## src/nsf_pkg.sv

```systemverilog
`timescale 1ns / 1ps
// ----------------------------------------------------------------------------
// nsf_pkg
// Shared types and constants of the NMEA sentence framer: character codes,
// event codes, register indexes and the item structs between the parts.
// ----------------------------------------------------------------------------
package nsf_pkg;

  localparam int LINE_BUFFER_BYTES_DEF = 128;
  localparam int MAX_FIELDS_DEF        = 32;
  localparam int NAME_SLOTS_DEF        = 4;

  localparam int NAME_W = 40;
  localparam int CFG_W  = 40;

  localparam logic [7:0] CH_DOLLAR = 8'h24;
  localparam logic [7:0] CH_STAR   = 8'h2A;
  localparam logic [7:0] CH_CR     = 8'h0D;
  localparam logic [7:0] CH_LF     = 8'h0A;
  localparam logic [7:0] CH_COMMA  = 8'h2C;
  localparam logic [7:0] CH_ZERO   = 8'h30;
  localparam logic [7:0] CH_NINE   = 8'h39;
  localparam logic [7:0] CH_UA     = 8'h41;
  localparam logic [7:0] CH_UF     = 8'h46;
  localparam logic [7:0] CH_UZ     = 8'h5A;
  localparam logic [7:0] CH_LA     = 8'h61;
  localparam logic [7:0] CH_LZ     = 8'h7A;

  // End of the sentence ID: the dollar sign plus five ID characters; the ID ends once the fill count reaches ID_END.
  localparam logic [7:0] ID_END = 8'd6;

  localparam logic [2:0] REG_NAMES_IN_USE = 3'd0;
  localparam logic [2:0] REG_NAME_SLOT0   = 3'd1;

  typedef enum logic [2:0] {
    EV_NONE    = 3'd0,
    EV_MATCH   = 3'd1,
    EV_NOMATCH = 3'd2,
    EV_HDR     = 3'd3,
    EV_ID      = 3'd4,
    EV_CKS     = 3'd5,
    EV_LINE    = 3'd6
  } event_t;

  // Classified input character.
  typedef struct packed {
    logic [7:0] ch;
    logic       is_dollar;
    logic       is_alnum;
    logic       is_star;
    logic       is_cr;
    logic       is_lf;
    logic       is_comma;
    logic       hex_ok;
    logic [3:0] hex_val;
  } cls_t;

  typedef struct packed {
    logic [15:0] good;
    logic [15:0] hdr;
    logic [15:0] id;
    logic [15:0] cks;
    logic [15:0] line;
  } cnt_t;

  typedef struct packed {
    event_t     ev;
    logic [1:0] slot;
    logic [7:0] ch;
    logic       body;
    logic [4:0] field;
    cnt_t       cnt;
  } res_t;

endpackage

```

## src/nsf_front.sv

```systemverilog
`timescale 1ns / 1ps
// ----------------------------------------------------------------------------
// nsf_front
// Input side: accepts received bytes and classifies each character before it
// enters the queue to the parser.
// ----------------------------------------------------------------------------
module nsf_front
  import nsf_pkg::*;
(
  input  logic       push,
  input  logic [7:0] rx_byte,
  output logic       full,
  input  logic       q_full,
  output logic       q_push,
  output cls_t       q_data
);

  logic is_digit;
  logic is_upper;
  logic is_lower;
  logic is_hex_letter;

  assign full   = q_full;
  assign q_push = push && !q_full;

  always_comb begin
    is_digit      = (rx_byte >= CH_ZERO) && (rx_byte <= CH_NINE);
    is_upper      = (rx_byte >= CH_UA) && (rx_byte <= CH_UZ);
    is_lower      = (rx_byte >= CH_LA) && (rx_byte <= CH_LZ);
    is_hex_letter = (rx_byte >= CH_UA) && (rx_byte <= CH_UF);

    q_data.ch        = rx_byte;
    q_data.is_dollar = (rx_byte == CH_DOLLAR);
    q_data.is_alnum  = is_digit || is_upper || is_lower;
    q_data.is_star   = (rx_byte == CH_STAR);
    q_data.is_cr     = (rx_byte == CH_CR);
    q_data.is_lf     = (rx_byte == CH_LF);
    q_data.is_comma  = (rx_byte == CH_COMMA);
    q_data.hex_ok    = is_digit || is_hex_letter;
    // Only the low nibble matters: 'A'..'F' map to 10..15 by adding 9.
    if (is_digit) begin
      q_data.hex_val = rx_byte[3:0];
    end else begin
      q_data.hex_val = rx_byte[3:0] + 4'd9;
    end
  end

endmodule

```

## src/nsf_queue.sv

```systemverilog
`timescale 1ns / 1ps
// ----------------------------------------------------------------------------
// nsf_queue
// Two-entry queue of classified characters between the front and the parser.
// ----------------------------------------------------------------------------
module nsf_queue
  import nsf_pkg::*;
(
  input  logic clk,
  input  logic rst,
  input  logic push,
  input  cls_t din,
  output logic full,
  input  logic pop,
  output cls_t dout,
  output logic empty
);

  localparam int DEPTH = 2;

  cls_t       mem [DEPTH];
  logic       wr_ptr;
  logic       rd_ptr;
  logic [1:0] count;

  assign full  = (count == 2'(DEPTH));
  assign empty = (count == 2'd0);
  assign dout  = mem[rd_ptr];

  always_ff @(posedge clk) begin
    if (push) begin
      mem[wr_ptr] <= din;
    end
  end

  always_ff @(posedge clk) begin
    if (rst) begin
      wr_ptr <= 1'b0;
      rd_ptr <= 1'b0;
      count  <= 2'd0;
    end else begin
      if (push) begin
        wr_ptr <= ~wr_ptr;
      end
      if (pop) begin
        rd_ptr <= ~rd_ptr;
      end
      if (push && !pop) begin
        count <= count + 2'd1;
      end else if (pop && !push) begin
        count <= count - 2'd1;
      end
    end
  end

endmodule

```

## src/nsf_back.sv

```systemverilog
`timescale 1ns / 1ps
// ----------------------------------------------------------------------------
// nsf_back
// Sentence parser: runs the framing state machine over classified characters,
// keeps the checksum, ID and event counters, and holds the result register.
// ----------------------------------------------------------------------------
module nsf_back
  import nsf_pkg::*;
#(
  parameter int LINE_BUFFER_BYTES = LINE_BUFFER_BYTES_DEF,
  parameter int MAX_FIELDS        = MAX_FIELDS_DEF,
  parameter int NAME_SLOTS        = NAME_SLOTS_DEF
) (
  input  logic              clk,
  input  logic              rst,
  input  logic              q_empty,
  input  cls_t              q_data,
  output logic              q_pop,
  input  logic [2:0]        names_in_use,
  input  logic [NAME_W-1:0] name_slot [NAME_SLOTS],
  output res_t              res,
  output logic              res_valid,
  input  logic              res_pop
);

  localparam logic [7:0] FILL_LIMIT = 8'(LINE_BUFFER_BYTES - 1);
  localparam int         CAP_RAW    = MAX_FIELDS - 1;
  localparam logic [4:0] FIELD_CAP  = 5'((CAP_RAW > 31) ? 31 : CAP_RAW);

  typedef enum logic [2:0] {
    PH_WAIT  = 3'd0,
    PH_ID    = 3'd1,
    PH_BODY  = 3'd2,
    PH_CK_HI = 3'd3,
    PH_CK_LO = 3'd4,
    PH_CR    = 3'd5,
    PH_LF    = 3'd6
  } phase_t;

  phase_t            phase, phase_next, ph;
  logic [7:0]        fill_count, fill_next, fc;
  logic [7:0]        computed_xor, xor_next;
  logic [7:0]        received_checksum, ck_next;
  logic [NAME_W-1:0] sentence_id, id_next;
  logic [4:0]        comma_count, comma_next;
  cnt_t              cnt, cnt_next;
  res_t              res_next;

  logic [2:0]        limit;
  logic              hit;
  logic [1:0]        hit_idx;

  assign q_pop = !q_empty && (!res_valid || res_pop);

  // First enabled slot whose name equals the collected ID.
  always_comb begin
    limit = (names_in_use > 3'(NAME_SLOTS)) ? 3'(NAME_SLOTS) : names_in_use;
    hit     = 1'b0;
    hit_idx = 2'd0;
    for (int i = NAME_SLOTS - 1; i >= 0; i--) begin
      if ((3'(i) < limit) && (name_slot[i] == sentence_id)) begin
        hit     = 1'b1;
        hit_idx = 2'(i);
      end
    end
  end

  always_comb begin
    ph = phase;
    fc = fill_count;
    // Overrun drops the partial sentence without an event.
    if (fill_count >= FILL_LIMIT) begin
      ph = PH_WAIT;
      fc = 8'd0;
    end
    phase_next = ph;
    fill_next  = fc + 8'd1;
    xor_next   = computed_xor;
    ck_next    = received_checksum;
    id_next    = sentence_id;
    comma_next = comma_count;
    cnt_next   = cnt;

    res_next.ev    = EV_NONE;
    res_next.slot  = 2'd0;
    res_next.ch    = q_data.ch;
    res_next.body  = 1'b0;
    res_next.field = 5'd0;

    unique case (ph)
      PH_WAIT: begin
        if (q_data.is_dollar) begin
          phase_next = PH_ID;
          xor_next   = 8'd0;
          ck_next    = 8'd0;
          id_next    = '0;
          comma_next = 5'd0;
        end else begin
          cnt_next.hdr = cnt.hdr + 16'd1;
          res_next.ev  = EV_HDR;
          phase_next   = PH_WAIT;
          fill_next    = 8'd0;
        end
      end
      PH_ID: begin
        if (q_data.is_alnum) begin
          id_next  = {sentence_id[NAME_W-9:0], q_data.ch};
          xor_next = computed_xor ^ q_data.ch;
          if (fill_next >= ID_END) begin
            phase_next = PH_BODY;
          end
        end else begin
          cnt_next.id = cnt.id + 16'd1;
          res_next.ev = EV_ID;
          phase_next  = PH_WAIT;
          fill_next   = 8'd0;
        end
      end
      PH_BODY: begin
        if (q_data.is_star) begin
          phase_next = PH_CK_HI;
        end else if (q_data.is_cr) begin
          // No checksum given: both sides cleared so the sentence passes.
          xor_next   = 8'd0;
          ck_next    = 8'd0;
          phase_next = PH_LF;
        end else begin
          xor_next = computed_xor ^ q_data.ch;
          if (q_data.is_comma && (comma_count < FIELD_CAP)) begin
            comma_next = comma_count + 5'd1;
          end
          res_next.body  = 1'b1;
          res_next.field = comma_next;
        end
      end
      PH_CK_HI, PH_CK_LO: begin
        if (q_data.hex_ok) begin
          if (ph == PH_CK_HI) begin
            ck_next    = {q_data.hex_val, 4'd0};
            phase_next = PH_CK_LO;
          end else begin
            ck_next    = received_checksum + {4'd0, q_data.hex_val};
            phase_next = PH_CR;
          end
        end else begin
          cnt_next.cks = cnt.cks + 16'd1;
          res_next.ev  = EV_CKS;
          phase_next   = PH_WAIT;
          fill_next    = 8'd0;
        end
      end
      PH_CR: begin
        if (q_data.is_cr) begin
          phase_next = PH_LF;
        end else begin
          cnt_next.line = cnt.line + 16'd1;
          res_next.ev   = EV_LINE;
          phase_next    = PH_WAIT;
          fill_next     = 8'd0;
        end
      end
      PH_LF: begin
        if (q_data.is_lf) begin
          if (computed_xor == received_checksum) begin
            cnt_next.good = cnt.good + 16'd1;
            if (hit) begin
              res_next.ev   = EV_MATCH;
              res_next.slot = hit_idx;
            end else begin
              res_next.ev = EV_NOMATCH;
            end
          end else begin
            cnt_next.cks = cnt.cks + 16'd1;
            res_next.ev  = EV_CKS;
          end
        end else begin
          cnt_next.line = cnt.line + 16'd1;
          res_next.ev   = EV_LINE;
        end
        phase_next = PH_WAIT;
        fill_next  = 8'd0;
      end
      default: begin
        phase_next = PH_WAIT;
      end
    endcase
    res_next.cnt = cnt_next;
  end

  always_ff @(posedge clk) begin
    if (rst) begin
      phase             <= PH_WAIT;
      fill_count        <= 8'd0;
      computed_xor      <= 8'd0;
      received_checksum <= 8'd0;
      sentence_id       <= '0;
      comma_count       <= 5'd0;
      cnt               <= '0;
      res_valid         <= 1'b0;
    end else begin
      if (q_pop) begin
        phase             <= phase_next;
        fill_count        <= fill_next;
        computed_xor      <= xor_next;
        received_checksum <= ck_next;
        sentence_id       <= id_next;
        comma_count       <= comma_next;
        cnt               <= cnt_next;
        res_valid         <= 1'b1;
      end else if (res_pop) begin
        res_valid <= 1'b0;
      end
    end
  end

  always_ff @(posedge clk) begin
    if (q_pop) begin
      res <= res_next;
    end
  end

endmodule

```

## src/nmea_sentence_framer_core.sv

```systemverilog
`timescale 1ns / 1ps
// ----------------------------------------------------------------------------
// nmea_sentence_framer_core
// Byte-serial NMEA 0183 sentence framer with checksum check, ID matching and
// wrapping event counters.
// ----------------------------------------------------------------------------
// Usage:
//   Input channel: drive rx_byte and raise push; the item is taken at a clock
//   edge where push is high and full is low.
//   Result channel: every input item gives exactly one result item. It sits on
//   event_res .. line_errors while empty is low and leaves at an edge where pop
//   is high. The counter ports show the counts after that item.
//   Configuration: cfg_we writes cfg_data into register cfg_index (0 names in
//   use, 1..4 name slots); write only while no item is in flight.
//   A result passes through the queue and then the result register before it
//   reaches the ports; one item per cycle is sustained while pop stays high. A
//   two-entry queue behind the classifier and the result register keep both
//   sides moving; when pop stays low the parser holds, the queue fills and full
//   rises.
//   Synchronous reset empties the pipeline, returns the parser to waiting for
//   the dollar sign and clears counters and registers.
// ----------------------------------------------------------------------------
module nmea_sentence_framer_core
  import nsf_pkg::*;
#(
  parameter int LINE_BUFFER_BYTES = LINE_BUFFER_BYTES_DEF,
  parameter int MAX_FIELDS        = MAX_FIELDS_DEF,
  parameter int NAME_SLOTS        = NAME_SLOTS_DEF
) (
  input  logic             clk,
  input  logic             rst,
  input  logic             cfg_we,
  input  logic [2:0]       cfg_index,
  input  logic [CFG_W-1:0] cfg_data,
  input  logic             push,
  output logic             full,
  input  logic [7:0]       rx_byte,
  output logic             empty,
  input  logic             pop,
  output logic [2:0]       event_res,
  output logic [1:0]       matched_slot,
  output logic [7:0]       data_byte,
  output logic             is_body,
  output logic [4:0]       field_number,
  output logic [15:0]      good_count,
  output logic [15:0]      header_errors,
  output logic [15:0]      id_errors,
  output logic [15:0]      checksum_errors,
  output logic [15:0]      line_errors
);

  logic [2:0]        names_in_use;
  logic [NAME_W-1:0] name_slot [NAME_SLOTS];

  logic q_full;
  logic q_push;
  cls_t q_din;
  logic q_pop;
  cls_t q_dout;
  logic q_empty;
  res_t res;
  logic res_valid;

  always_ff @(posedge clk) begin
    if (rst) begin
      names_in_use <= 3'd0;
      for (int i = 0; i < NAME_SLOTS; i++) begin
        name_slot[i] <= '0;
      end
    end else if (cfg_we) begin
      if (cfg_index == REG_NAMES_IN_USE) begin
        names_in_use <= cfg_data[2:0];
      end
      for (int i = 0; i < NAME_SLOTS; i++) begin
        if (cfg_index == REG_NAME_SLOT0 + 3'(i)) begin
          name_slot[i] <= cfg_data[NAME_W-1:0];
        end
      end
    end
  end

  nsf_front u_front (
    .push    (push),
    .rx_byte (rx_byte),
    .full    (full),
    .q_full  (q_full),
    .q_push  (q_push),
    .q_data  (q_din)
  );

  nsf_queue u_queue (
    .clk   (clk),
    .rst   (rst),
    .push  (q_push),
    .din   (q_din),
    .full  (q_full),
    .pop   (q_pop),
    .dout  (q_dout),
    .empty (q_empty)
  );

  nsf_back #(
    .LINE_BUFFER_BYTES (LINE_BUFFER_BYTES),
    .MAX_FIELDS        (MAX_FIELDS),
    .NAME_SLOTS        (NAME_SLOTS)
  ) u_back (
    .clk          (clk),
    .rst          (rst),
    .q_empty      (q_empty),
    .q_data       (q_dout),
    .q_pop        (q_pop),
    .names_in_use (names_in_use),
    .name_slot    (name_slot),
    .res          (res),
    .res_valid    (res_valid),
    .res_pop      (pop)
  );

  assign empty           = !res_valid;
  assign event_res       = res.ev;
  assign matched_slot    = res.slot;
  assign data_byte       = res.ch;
  assign is_body         = res.body;
  assign field_number    = res.field;
  assign good_count      = res.cnt.good;
  assign header_errors   = res.cnt.hdr;
  assign id_errors       = res.cnt.id;
  assign checksum_errors = res.cnt.cks;
  assign line_errors     = res.cnt.line;

  // Reset leaves nothing waiting on either side.
  a_reset_empty: assert property (@(posedge clk) rst |=> empty && !full)
    else $error("result or queue not empty after reset");

  // A body item never carries a sentence event.
  a_body_no_event: assert property (@(posedge clk) disable iff (rst)
    (!empty && is_body) |-> (event_res == EV_NONE))
    else $error("body item carries an event");

  // Field numbers are only given to body items.
  a_field_body: assert property (@(posedge clk) disable iff (rst)
    (!empty && (field_number != 5'd0)) |-> is_body)
    else $error("field number on a non-body item");

  // The slot stays zero on every item that is not a match.
  a_slot_only_on_match: assert property (@(posedge clk) disable iff (rst)
    (!empty && (event_res != EV_MATCH)) |-> (matched_slot == 2'd0))
    else $error("slot set without a match");

endmodule

```

## config.mk

```make
export PLATFORM = sky130hd
export DESIGN_NAME = nmea_sentence_framer_core
export DESIGN_NICKNAME = d
export VERILOG_FILES = /design/src/nsf_pkg.sv /design/src/nsf_front.sv /design/src/nsf_queue.sv /design/src/nsf_back.sv /design/src/nmea_sentence_framer_core.sv
export SDC_FILE = /design/constraint.sdc
export NUM_CORES = 1
export LEC_CHECK = 0
export ABC_AREA = 1
export BUFFER_PORTS_ARGS = -buffer_cell sky130_fd_sc_hd__buf_2
export CORE_UTILIZATION = 60
export DETAILED_ROUTE_END_ITERATION = 16
export GPL_ROUTABILITY_DRIVEN = 0
export PLACE_DENSITY = 0.78
export SLEW_MARGIN = 10
export SYNTH_ARGS = -nofsm -noshare
export SYNTH_HDL_FRONTEND = slang
export SYNTH_HIERARCHICAL = 1
export SYNTH_SLANG_ARGS = --single-unit
```

## constraint.sdc

```tcl
create_clock -name clk -period 6.85 [get_ports clk]
set_clock_uncertainty 0.05 [all_clocks]
set_input_delay 1.7125 -clock clk [delete_from_list [all_inputs] [get_ports clk]]
set_output_delay 1.7125 -clock clk [all_outputs]
set_load 0.1 [all_outputs]
```

==> reports/results.ini, run 1 <==
[outcome]
status=complete, no violations

[logic_synthesis]
synth_edf_count=137
synth_fp_nets=3177
syn_area_um2=23560
syn_inst=3102
ys_warn_count=6
synth-seq-cells=458
syn_avg_cell_area_um2=7.595
ys_seq_area_frac=0.4474
synthFlopType=dfxtp_1
synthArstFlopShare=0
synth_cell_types=54

[final_layout]
final_util=0.6754
diodes=0
multi_input_area_um2=10960
nNetsFinal=3240
regArea_um2=10540
drive_gt1_frac=0.1189
num-fill-cells=3154
area_growth_pct=10.80

[floorplanning]
dieWidth_um=200.2
dieArea_um2=40060
core_area_um2=38650
initial_core_util=0.6096
io_pins=157
row_count=72
die_h_um=200.2

[clocking]
cts.clk_slew.worst_paths_ns=0.06
cts-root-buf=clkbuf_16
cts.sinks=458
cts_tree=built
clk_path_buf_depth=3
h-tree-depth=2
hold_buffers=0
cts_buffers=48
ctsResizeCount=0
cts_setup_buffers=0
clk_latency_ns=0.61

[timing]
layout_min_cycle_time_ns=3.837
relSlewSlack=0.2698
setup_viol=0
fin_crit_sh=0.5602
hold_viol_final=0
rsz0062_at_grt=false
tightest_slew_ns=1.094
finalSetupTns_ns=0
fmax_mhz=260.6
slew_violations=0

[worst_setup_path]
r2r_setup_slack_ns=3.42
crit_type=in2reg
worstPathCellList=buf_2, inv_1, a21oi_4, buf_4, clkinv_2, nor3_4, nand2_4, nor2_4, nand2_1, a21oi_2
slowest_stage=clkinv_2
start_kind=primary input
cp_max_fo=56
max_stage_delay_ns=0.72
crit_arrival_ns=4.30
cp_data_required_time_ns=7.31
crit_path_end_kind=flop

[detailed_routing]
drc=0
vias=21364
drt_iter0_markers=2407
viasPerCell=5.738
antenna_left=0
drtPass1Iterations=6
routedWlPerCell_um=17.64
wl_um=65660

[global_routing]
grt_max_degree=102
gr-total-overflow=0
grt_usage=0.3207
grt_pass1_wl_um=103900
antenna_found_initial=0
grt_pass1_vias=19747

[power]
p_leak_nw=11.33
peakVddDrop_v=0.0004043
powerDensity_nw_per_um2=494.4

[place]
portBuffers=156
hpwlAfterDp_um=44430

[run]
maxCapViolations=0

[hold_path]
hold_path_class=reg2reg

## power breakdown
part	switching [mW]	internal (mW)	leakage, nW
sequential	0.586	3.68	3.96
clock	1.14	1.65	0.835
combinational	4.60	1.25	6.53
total	6.32	6.58	11.3
## kinds of logic (layout without fill, tap and decap cells)
family                   Yosys count  in the layout  share of synthesized area
AND/OR/NAND/NOR                 1548           1548                     0.2852
buffers and inverters            505            608                    0.08848
flip-flops                       458            458                     0.4474
AO/OA/AOI/OAI                    379            379                    0.09315
XOR/XNOR                         174            174                    0.06469
adder cells (fa/ha/maj)           19             19                    0.01041
multiplexers                      19             19                    0.01067
## stage by stage
step / std cells / area, µm² / hold slack (ns) / power, mW / setup WS, ns
after floorplan: 3102 / 23560 / 0.4019 / 8.916 / 0.5438
after global placement: 3633 / 24370 / 0.4149 / 9.879 / 2.553
after detailed placement: 3633 / 24370 / 0.4239 / 10.04 / 2.436
after CTS: 3723 / 26100 / 0.4378 / 12.85 / 3.038
after global routing: 3723 / 26100 / 0.4544 / 13.47 / 2.778
final: 3723 / 26100 / 0.4373 / 12.90 / 3.013
## final timing paths
| path | cells past startpoint | start | end |
|---|---|---|---|
| worst max-delay path | 10 | pop | u_back/received_checksum[5]$_SDFFE_PP0P_ |
| worst min-delay path | 2 | name_slot[84]$_SDFFE_PP0P_ | name_slot[84]$_SDFFE_PP0P_ |
| worst max register to register | 12 | u_back/fill_count[2]$_SDFFE_PP0P_ | u_back/sentence_id[35]$_SDFFE_PP0P_ |
| worst min register to register | 2 | name_slot[84]$_SDFFE_PP0P_ | name_slot[84]$_SDFFE_PP0P_ |
## cells in the mapped netlist (all sizes together) (49+ instances only)
library cell    n  area (µm²)
buf            98       551.8
o21ai         136       680.7
inv           340        1281
nor2          510        2062
dfxtp         321        6426
xor2          122        1069
xnor2          52       455.4
a21oi         151       778.3
edfxtp        137        4114
clkbuf         65       244.0
nand3         270        1374
nand2         634        2486
nor3           53       281.5
nand4          49       312.8
## sequential cells by signal (all words and copies together), names as in the netlist, named ones only
signal,flops
u_back/computed_xor,8
u_back/res_valid,1
u_back/received_checksum,8
u_queue/rd_ptr,1
names_in_use,3
name_slot,160
u_back/sentence_id,40
u_back/comma_count,5
u_back/fill_count,8
u_queue/count,2
u_queue/mem,38
u_back/cnt,80
u_queue/wr_ptr,1
u_back/phase,3
u_back/res,99
## critical path: cells and delay by family
family                 cells  cell delay [ns]
AOI/OAI and AO/OA          2             0.29
buffers and inverters      4             1.34
and+or+nand+nor            4             0.95
## metal layers
layer  vias to the layer above  track usage  wire [µm]
li1                      10150            -          -
met1                      9905       0.4229      26730
met2                      1122       0.5113      30040
met3                       187      0.05418       5940
met4                         0       0.1569       2951
met5                         -            0          0
## placed cells by master, fill, tap and decap left out, types with 9 or more instances in the layout
| cell type | synthesis | layout |
|---|---|---|
| clkbuf_8 | 0 | 11 |
| mux2_2 | 9 | 9 |
| nand2_2 | 12 | 12 |
| edfxtp_1 | 137 | 137 |
| inv_2 | 11 | 11 |
| clkbuf_16 | 0 | 53 |
| nand2_1 | 613 | 613 |
| a211oi_1 | 21 | 21 |
| mux2_4 | 10 | 10 |
| buf_2 | 47 | 155 |
| o21ai_0 | 123 | 123 |
| nand3_1 | 267 | 267 |
| or2_2 | 18 | 18 |
| o21ai_1 | 13 | 13 |
| o2111ai_1 | 11 | 11 |
| nand4_1 | 48 | 48 |
| ha_1 | 18 | 18 |
| xor2_1 | 122 | 122 |
| o22ai_1 | 13 | 13 |
| xnor2_1 | 52 | 52 |
| nor2_4 | 12 | 12 |
| o211ai_1 | 30 | 30 |
| nor4_1 | 9 | 9 |
| dfxtp_1 | 321 | 321 |
| a21oi_1 | 145 | 144 |
| nor3_1 | 51 | 51 |
| inv_1 | 327 | 326 |
| nor2_1 | 486 | 481 |
| nor2_2 | 10 | 15 |
| buf_4 | 19 | 21 |
## layout make-up
type,instances,area share
clock buffers,71,0.05761
clock inverters,19,0.008724
inverters,342,0.04951
multi-input cells,2139,0.4198
flip-flops and latches,458,0.4038
well taps,518,0.02483
repair buffers,176,0.03576
No activity file was read; power rests on OpenSTA's default activity.
==> inputs of run 2 (changes only) <==
--- a/config.mk
+++ b/config.mk
@@ -5,7 +5,7 @@
 export SDC_FILE = /design/constraint.sdc
 export NUM_CORES = 1
 export LEC_CHECK = 0
-export ABC_AREA = 1
+export ABC_AREA = 0
 export BUFFER_PORTS_ARGS = -buffer_cell sky130_fd_sc_hd__buf_2
 export CORE_UTILIZATION = 60
 export DETAILED_ROUTE_END_ITERATION = 16
==> constraint.sdc (replaced) <==
create_clock -name clk -period 3.91 [get_ports clk]
set_clock_uncertainty 0.05 [all_clocks]
set_input_delay 0.9775 -clock clk [delete_from_list [all_inputs] [get_ports clk]]
set_output_delay 0.9775 -clock clk [all_outputs]
set_load 0.1 [all_outputs]
==> run 2 against run 1 <==
Compared with the run above: count of clock-buffer cells in the layout decreased by 3; clock power grew 57%; non-clock buffer count grew 6; sequential share of layout area is 2.1 points higher; die area is 4.7% lower; area after synthesis is 4.7% lower; routed wire length down 14%; cell count decreased by 24%; sequential power rose by 40%; worst setup slack worse by 2.4 ns; via count decreased by 20%; hold slack lost 0.00096 ns; critical endpoint is now u_back/cnt[25]$_SDFFE_PP0P_; highest routed layer unchanged.
==> reports/results.ini, run 2 <==
[detailed_routing]
met1_length_um=24650  ; -7.8%
viasPerCell=5.979  ; +4.2%
drc=0  ; unchanged
wl_um=56450  ; -14%
route.met3.wl_um=3947  ; -34%
antenna_left=0  ; unchanged
top_layer=met4
vias=16987  ; -20%
routedWlPerCell_um=19.87  ; +13%
drt_iter0_markers=1505  ; -37%
drtPass1Iterations=6  ; unchanged
route.met2.wl_um=25590  ; -15%

[floorplanning]
initial_core_util=0.6115  ; +0.001900
dieArea_um2=38180  ; -4.7%
io_pins=157  ; unchanged
dieWidth_um=195.4  ; -2.4%
core_area_um2=36700  ; -5.0%
die_h_um=195.4  ; -2.4%
row_count=70  ; -2.8%

[logic_synthesis]
synth_edf_count=137  ; unchanged
syn_area_um2=22440  ; -4.7%
synth_fp_nets=2347  ; -26%
synth_area_leaders=dfxtp_1 29%, edfxtp_1 18%, mux2i_1 7.4%
yosysMostFrequentCell=dfxtp_1
synth_cell_types=80  ; +48%
ys_seq_area_frac=0.4697  ; +0.02230
synthTopCellsByCount=321 x dfxtp_1, 213 x nand2b_1, 166 x mux2i_1
synthFlopType=dfxtp_1
synth-seq-cells=458  ; unchanged
synth_top_area_share=0.2864  ; +0.01360
synth_top_cell_by_area=dfxtp_1
syn_avg_cell_area_um2=9.877  ; +30%
ys_warn_count=6  ; unchanged
synthArstFlopShare=0  ; unchanged
syn_inst=2272  ; -27%

[power]
p_sw_mw=7.164  ; +13%
p_leak_nw=10.19  ; -10%
combPwrFrac=0.366  ; -0.087
switching_share=0.4389  ; -0.05100
p_int_mw=9.159  ; +39%
clkPwrFrac=0.268  ; +0.052
powerDensity_nw_per_um2=657.5  ; +33%
seqPwrFrac=0.366  ; +0.035
peakVddDrop_v=0.0003656  ; -9.6%

[worst_setup_path]
cp_data_required_time_ns=4.33  ; -2.98 ns
start_kind=flop
slowest_stage=dfxtp_1
worstPathCellList=nand3b_1, a2111oi_4, a21oi_1, nor2_1, a21oi_1, a211oi_1
cp_top_family=compound AO/OA/AOI/OAI gates
cp_max_fo=18  ; -68%
crit_arrival_ns=3.67  ; -0.63 ns
crit_path_end_kind=flop
max_stage_delay_ns=0.72  ; about the same
crit_path_frequent_cell=a21oi_1
crit_type=reg2reg
critPathBufInv=0  ; -4

[global_routing]
antenna_found_initial=0  ; unchanged
gr-total-overflow=0  ; unchanged
grt_pass1_wl_um=89050  ; -14%
grt_usage=0.2951  ; -0.02551
grt_max_degree=144  ; +41%
grt_pass1_vias=16424  ; -17%

[timing]
layout_min_cycle_time_ns=3.249
fmax_mhz=307.8
finalSetupTns_ns=0  ; unchanged
relSlewSlack=0.3507  ; +0.08091
hold_viol_final=0  ; unchanged
slew_violations=0  ; unchanged
rsz0062_at_grt=false
tightest_slew_ns=0.9674  ; -0.1264 ns
setup_viol=0  ; unchanged
fin_crit_sh=0.8309

[clocking]
cts_tree=built
clk_latency_ns=0.58  ; -0.03 ns
cts_buffers=47  ; -2.1%
hold_buffers=0  ; unchanged
cts-root-buf=clkbuf_16
h-tree-depth=2  ; unchanged
clk_path_buf_depth=3  ; unchanged
cts_setup_buffers=0  ; unchanged
cts.sinks=458  ; unchanged
ctsResizeCount=0  ; unchanged
cts.clk_slew.worst_paths_ns=0.06  ; about the same

[final_layout]
drive_gt1_frac=0.1315  ; +0.01260
nNetsFinal=2411  ; -26%
top_register=name_slot
diodes=0  ; unchanged
reg_top3=name_slot (160), u_back/res (99), u_back/cnt (80)
area_growth_pct=10.63
stdcell_area_um2=24830  ; -4.9%
final_cell_mix=321 x dfxtp_1, 212 x nand2b_1, 166 x mux2i_1
largest_reg_flops=160  ; unchanged
final_common_cell=dfxtp_1

[place]
portBuffers=156  ; unchanged
hpwlAfterDp_um=39210  ; -12%
dpl-instance-area_um2=23330  ; -4.3%

[outcome]
status=complete, no violations

[hold_path]
hold_path_class=reg2reg

[run]
maxCapViolations=0  ; unchanged

run 2: changes by cell type in the layout (fill, tap and decap cells not counted), sizes merged, moves of 79 or more:
cell / before / now
nand2: 634 / 151
nor2: 510 / 153
inv: 343 / 25
nand2b: 0 / 213
mux2i: 0 / 166
nand3: 270 / 110
xnor2: 52 / 158
o21ai: 136 / 57
run 2: path summary, 6_finish.rpt:
check / start / to / slack [ns] / cells past startpoint
hold reg to reg: name_slot[137]$_SDFFE_PP0P_ / name_slot[137]$_SDFFE_PP0P_ / 0.44 / 2
hold / removal: name_slot[137]$_SDFFE_PP0P_ / name_slot[137]$_SDFFE_PP0P_ / 0.44 / 2
setup reg to reg: u_back/phase[2]$_SDFFE_PP0P_ / u_back/cnt[25]$_SDFFE_PP0P_ / 0.66 / 6
setup / recovery: u_back/phase[2]$_SDFFE_PP0P_ / u_back/cnt[25]$_SDFFE_PP0P_ / 0.66 / 6
run 2: kinds of logic after synthesis:
family / synth area share
compound gates: 0.06100
xor+xnor: 0.1175
fa+ha+maj: 0.01093
buf+inv: 0.03819
flops: 0.4697
mux: 0.08759
simple gates: 0.2151
run 2: power groups by stage:
stage	combinational [mW]	clock (mW)	sequential [mW]
after floorplan	1.67	0	9.23
after global placement	5.87	0	6.05
after detailed placement	5.93	0	6.07
after CTS	5.95	4.43	5.97
after global routing	6.20	4.63	6.04
final	5.97	4.38	5.97
run 2: final cells by class:
class	count	area [µm²]
well taps	468	585.6
inverters	24	95.09
multi-input cells	1623	11080
clock buffers	68	1378
repair buffers	182	1022
fillers	2777	11870
flip-flops and latches	458	10540
clock inverters	18	122.6
run 2: per-stage QoR:
stage	util	setup WS [ns]	hold slack (ns)	instances	power (mW)
finish	0.6765	0.6611	0.4364	2841	16.32
global route	0.6765	0.3443	0.4543	2841	16.86
CTS	0.6765	0.6831	0.4363	2841	16.36
detailed placement	0.6356	0.7044	0.4225	2755	12.00
global placement	0.6356	0.8542	0.4204	2755	11.92
floorplan	-	0.4470	0.4100	2272	10.90
run 2: per-layer routing:
| layer | track usage | vias to the layer above |
|---|---|---|
| li1 | - | 8007 |
| met4 | 0.1286 | 0 |
| met2 | 0.4669 | 706 |
| met1 | 0.4018 | 8127 |
| met3 | 0.04560 | 147 |
| met5 | 0 | - |
run 2: tightest hold or removal path, cell delays in order (launching register included):
cell and delay (ns):
dfxtp_1 0.32, nand2b_1 0.06, mux2i_1 0.05
==> inputs of run 3 (changes only) <==
--- a/config.mk
+++ b/config.mk
@@ -7,10 +7,10 @@
 export LEC_CHECK = 0
 export ABC_AREA = 0
 export BUFFER_PORTS_ARGS = -buffer_cell sky130_fd_sc_hd__buf_2
-export CORE_UTILIZATION = 60
+export CORE_UTILIZATION = 55
 export DETAILED_ROUTE_END_ITERATION = 16
 export GPL_ROUTABILITY_DRIVEN = 0
-export PLACE_DENSITY = 0.78
+export PLACE_DENSITY = 0.76
 export SLEW_MARGIN = 10
 export SYNTH_ARGS = -nofsm -noshare
 export SYNTH_HDL_FRONTEND = slang
==> constraint.sdc (replaced) <==
create_clock -name clk -period 2.9 [get_ports clk]
set_clock_uncertainty 0.05 [all_clocks]
set_input_delay 0.725 -clock clk [delete_from_list [all_inputs] [get_ports clk]]
set_output_delay 0.725 -clock clk [all_outputs]
set_load 0.1 [all_outputs]
==> run 3 against run 2 <==
Compared with the run above: sequential share of layout area decreased by 0.90 points; hold slack got worse by 0.073 ns; worst setup slack got worse by 0.49 ns; combinational power increased by 39%; global-route usage decreased by 2.2 points; highest routed layer unchanged; non-clock buffer count increased by 34; flip-flop and latch count unchanged; utilization decreased by 4.2 points; routed wire length increased by 1.5%; total power increased by 39%.
==> reports/results.ini, run 3 (synthesized netlist as in run 2, its figures left out) <==
[outcome]
status=complete, no violations

[power]
p_int_mw=12.88  ; +41%
p_total_mw=22.65  ; +39%
peakVddDrop_v=0.0009469  ; +160%
p_leak_nw=10.45  ; +2.5%
p_sw_mw=9.776  ; +36%
combPwrFrac=0.366  ; about the same
seqPwrFrac=0.355  ; -0.011
switching_share=0.4316  ; -0.007333
powerDensity_nw_per_um2=893.1  ; +36%
clkPwrFrac=0.279  ; +0.011

[worst_setup_path]
cp_max_fo=18  ; unchanged
crit_path_end_kind=flop
crit_arrival_ns=3.15  ; -0.52 ns
start_kind=flop
r2r_setup_slack_ns=0.17  ; -0.49 ns
crit_type=reg2reg
cp_data_required_time_ns=3.32  ; -1.01 ns

[detailed_routing]
viasPerCell=5.835  ; -2.4%
drtPass1Iterations=6  ; unchanged
wl_um=57270  ; +1.5%
drt_iter0_markers=1586  ; +5.4%
drc=0  ; unchanged
antenna_left=0  ; unchanged
routedWlPerCell_um=19.52  ; -1.8%
vias=17121  ; +0.79%

[clocking]
clk_latency_ns=0.60  ; +0.02 ns
cts-root-buf=clkbuf_16
cts.clk_slew.worst_paths_ns=0.07  ; about the same
h-tree-depth=2  ; unchanged
cts_buffers=48  ; +2.1%
hold_buffers=0  ; unchanged
clk_path_buf_depth=3  ; unchanged
cts.sinks=458  ; unchanged
cts_tree=built

[timing]
relSlewSlack=0.4982  ; +0.1475
fmax_mhz=366.6  ; +19%
fin_crit_sh=0.9406  ; +0.1096
setup_viol=0  ; unchanged
hold_viol_final=0  ; unchanged
finalSetupTns_ns=0  ; unchanged
layout_min_cycle_time_ns=2.728  ; -0.5213 ns
tightest_slew_ns=0.7458  ; -0.2216 ns
slew_violations=0  ; unchanged

[final_layout]
nNetsFinal=2446  ; +1.5%
diodes=0  ; unchanged
final_common_cell=dfxtp_1
final_cell_mix=320 x dfxtp_1, 212 x nand2b_1, 166 x mux2i_1
largest_reg_flops=160  ; unchanged
stdcell_area_um2=25360  ; +2.2%
top_register=name_slot
drive_gt1_frac=0.1474  ; +0.01588
reg_top3=name_slot (160), u_back/res (99), u_back/cnt (80)
area_growth_pct=13.03

[global_routing]
grt_pass1_vias=16334  ; -0.55%
antenna_found_initial=0  ; unchanged
gr-total-overflow=0  ; unchanged
grt_pass1_wl_um=89290  ; +0.27%
grt_usage=0.2731  ; -0.02202
grt_max_degree=67  ; -53%

[place]
hpwlAfterDp_um=40030  ; +2.1%
dpl-instance-area_um2=23730  ; +1.7%
portBuffers=156  ; unchanged

[run]
maxCapViolations=0  ; unchanged

[floorplanning]
dieArea_um2=41610  ; +9.0%
dieWidth_um=204.0  ; +4.4%
io_pins=157  ; unchanged
core_area_um2=40010  ; +9.0%
row_count=73  ; +4.3%
die_h_um=204.0  ; +4.4%
initial_core_util=0.5609  ; -0.05057

[hold_path]
hold_path_class=in2reg

-- run 3: cell types whose count changed in the layout (fill, tap and decap cells not counted), moves of 2 or more --
| cell | previous run | this run |
|---|---|---|
| buf_4 | 23 | 51 |
| clkinv_1 | 4 | 2 |
| inv_6 | 1 | 3 |
| bufinv_16 | 1 | 5 |
| clkinv_2 | 10 | 7 |
| buf_12 | 3 | 9 |
-- run 3: power by group through the flow --
stage                     Sequential [mW]  Clock [mW]  Combinational, mW
after floorplan                      12.4           0               2.27
after global placement               8.15           0               8.16
after detailed placement             8.19           0               8.23
after CTS                            8.06        6.42               8.25
after global routing                 8.13        6.65               8.61
final                                8.05        6.31               8.30
-- run 3: cell type report --
type / count / area (µm²)
inverter: 24 / 95.09
clock buffer: 68 / 1381
tap: 525 / 656.9
clock inverter: 20 / 240.2
timing repair buffer: 216 / 1353
fill: 3199 / 14640
sequential: 458 / 10540
multi-input combinational: 1623 / 11100
-- run 3: layer usage --
layer	GRT usage	wire, µm	up-vias
met5	0	0	-
li1	-	-	8056
met3	0.04257	4088	151
met2	0.4480	26790	737
met4	0.1159	2406	0
met1	0.3580	23990	8177
-- run 3: worst max-delay path, cell delays in order (launching register included) --
cell     delay, ns
dfxtp_1       0.39
and4_4        0.31
a21oi_1       0.11
buf_4         0.21
and3_1        0.24
a211o_1       0.37
nor2_1        0.47
o21ai_0       0.19
a31o_1        0.25
-- run 3: final timing paths --
path | start | end | cells past startpoint
hold / removal | rx_byte[7] | u_queue/mem[1][18]$_DFFE_PP_ | 1
setup reg to reg | u_back/fill_count[1]$_SDFFE_PP0P_ | u_back/computed_xor[3]$_SDFFE_PP0P_ | 8
setup / recovery | u_back/fill_count[1]$_SDFFE_PP0P_ | u_back/computed_xor[3]$_SDFFE_PP0P_ | 8
hold reg to reg | name_slot[133]$_SDFFE_PP0P_ | name_slot[133]$_SDFFE_PP0P_ | 2
-- run 3: per-stage QoR --
step	instances	hold slack [ns]	setup slack, ns	utilization
after floorplan	2272	0.4100	0.01112	-
after global placement	2846	0.4202	0.1665	0.5931
after detailed placement	2846	0.4245	0.1588	0.5931
after CTS	2934	0.3374	0.1110	0.6336
after global routing	2934	0.3585	-0.001118	0.6340
final	2934	0.3638	0.1723	0.6340
-- run 3: repair_timing --
item                       CTS  global route
buffers inserted             0             0
setup endpoints to repair    0            16
resized for setup            0             4
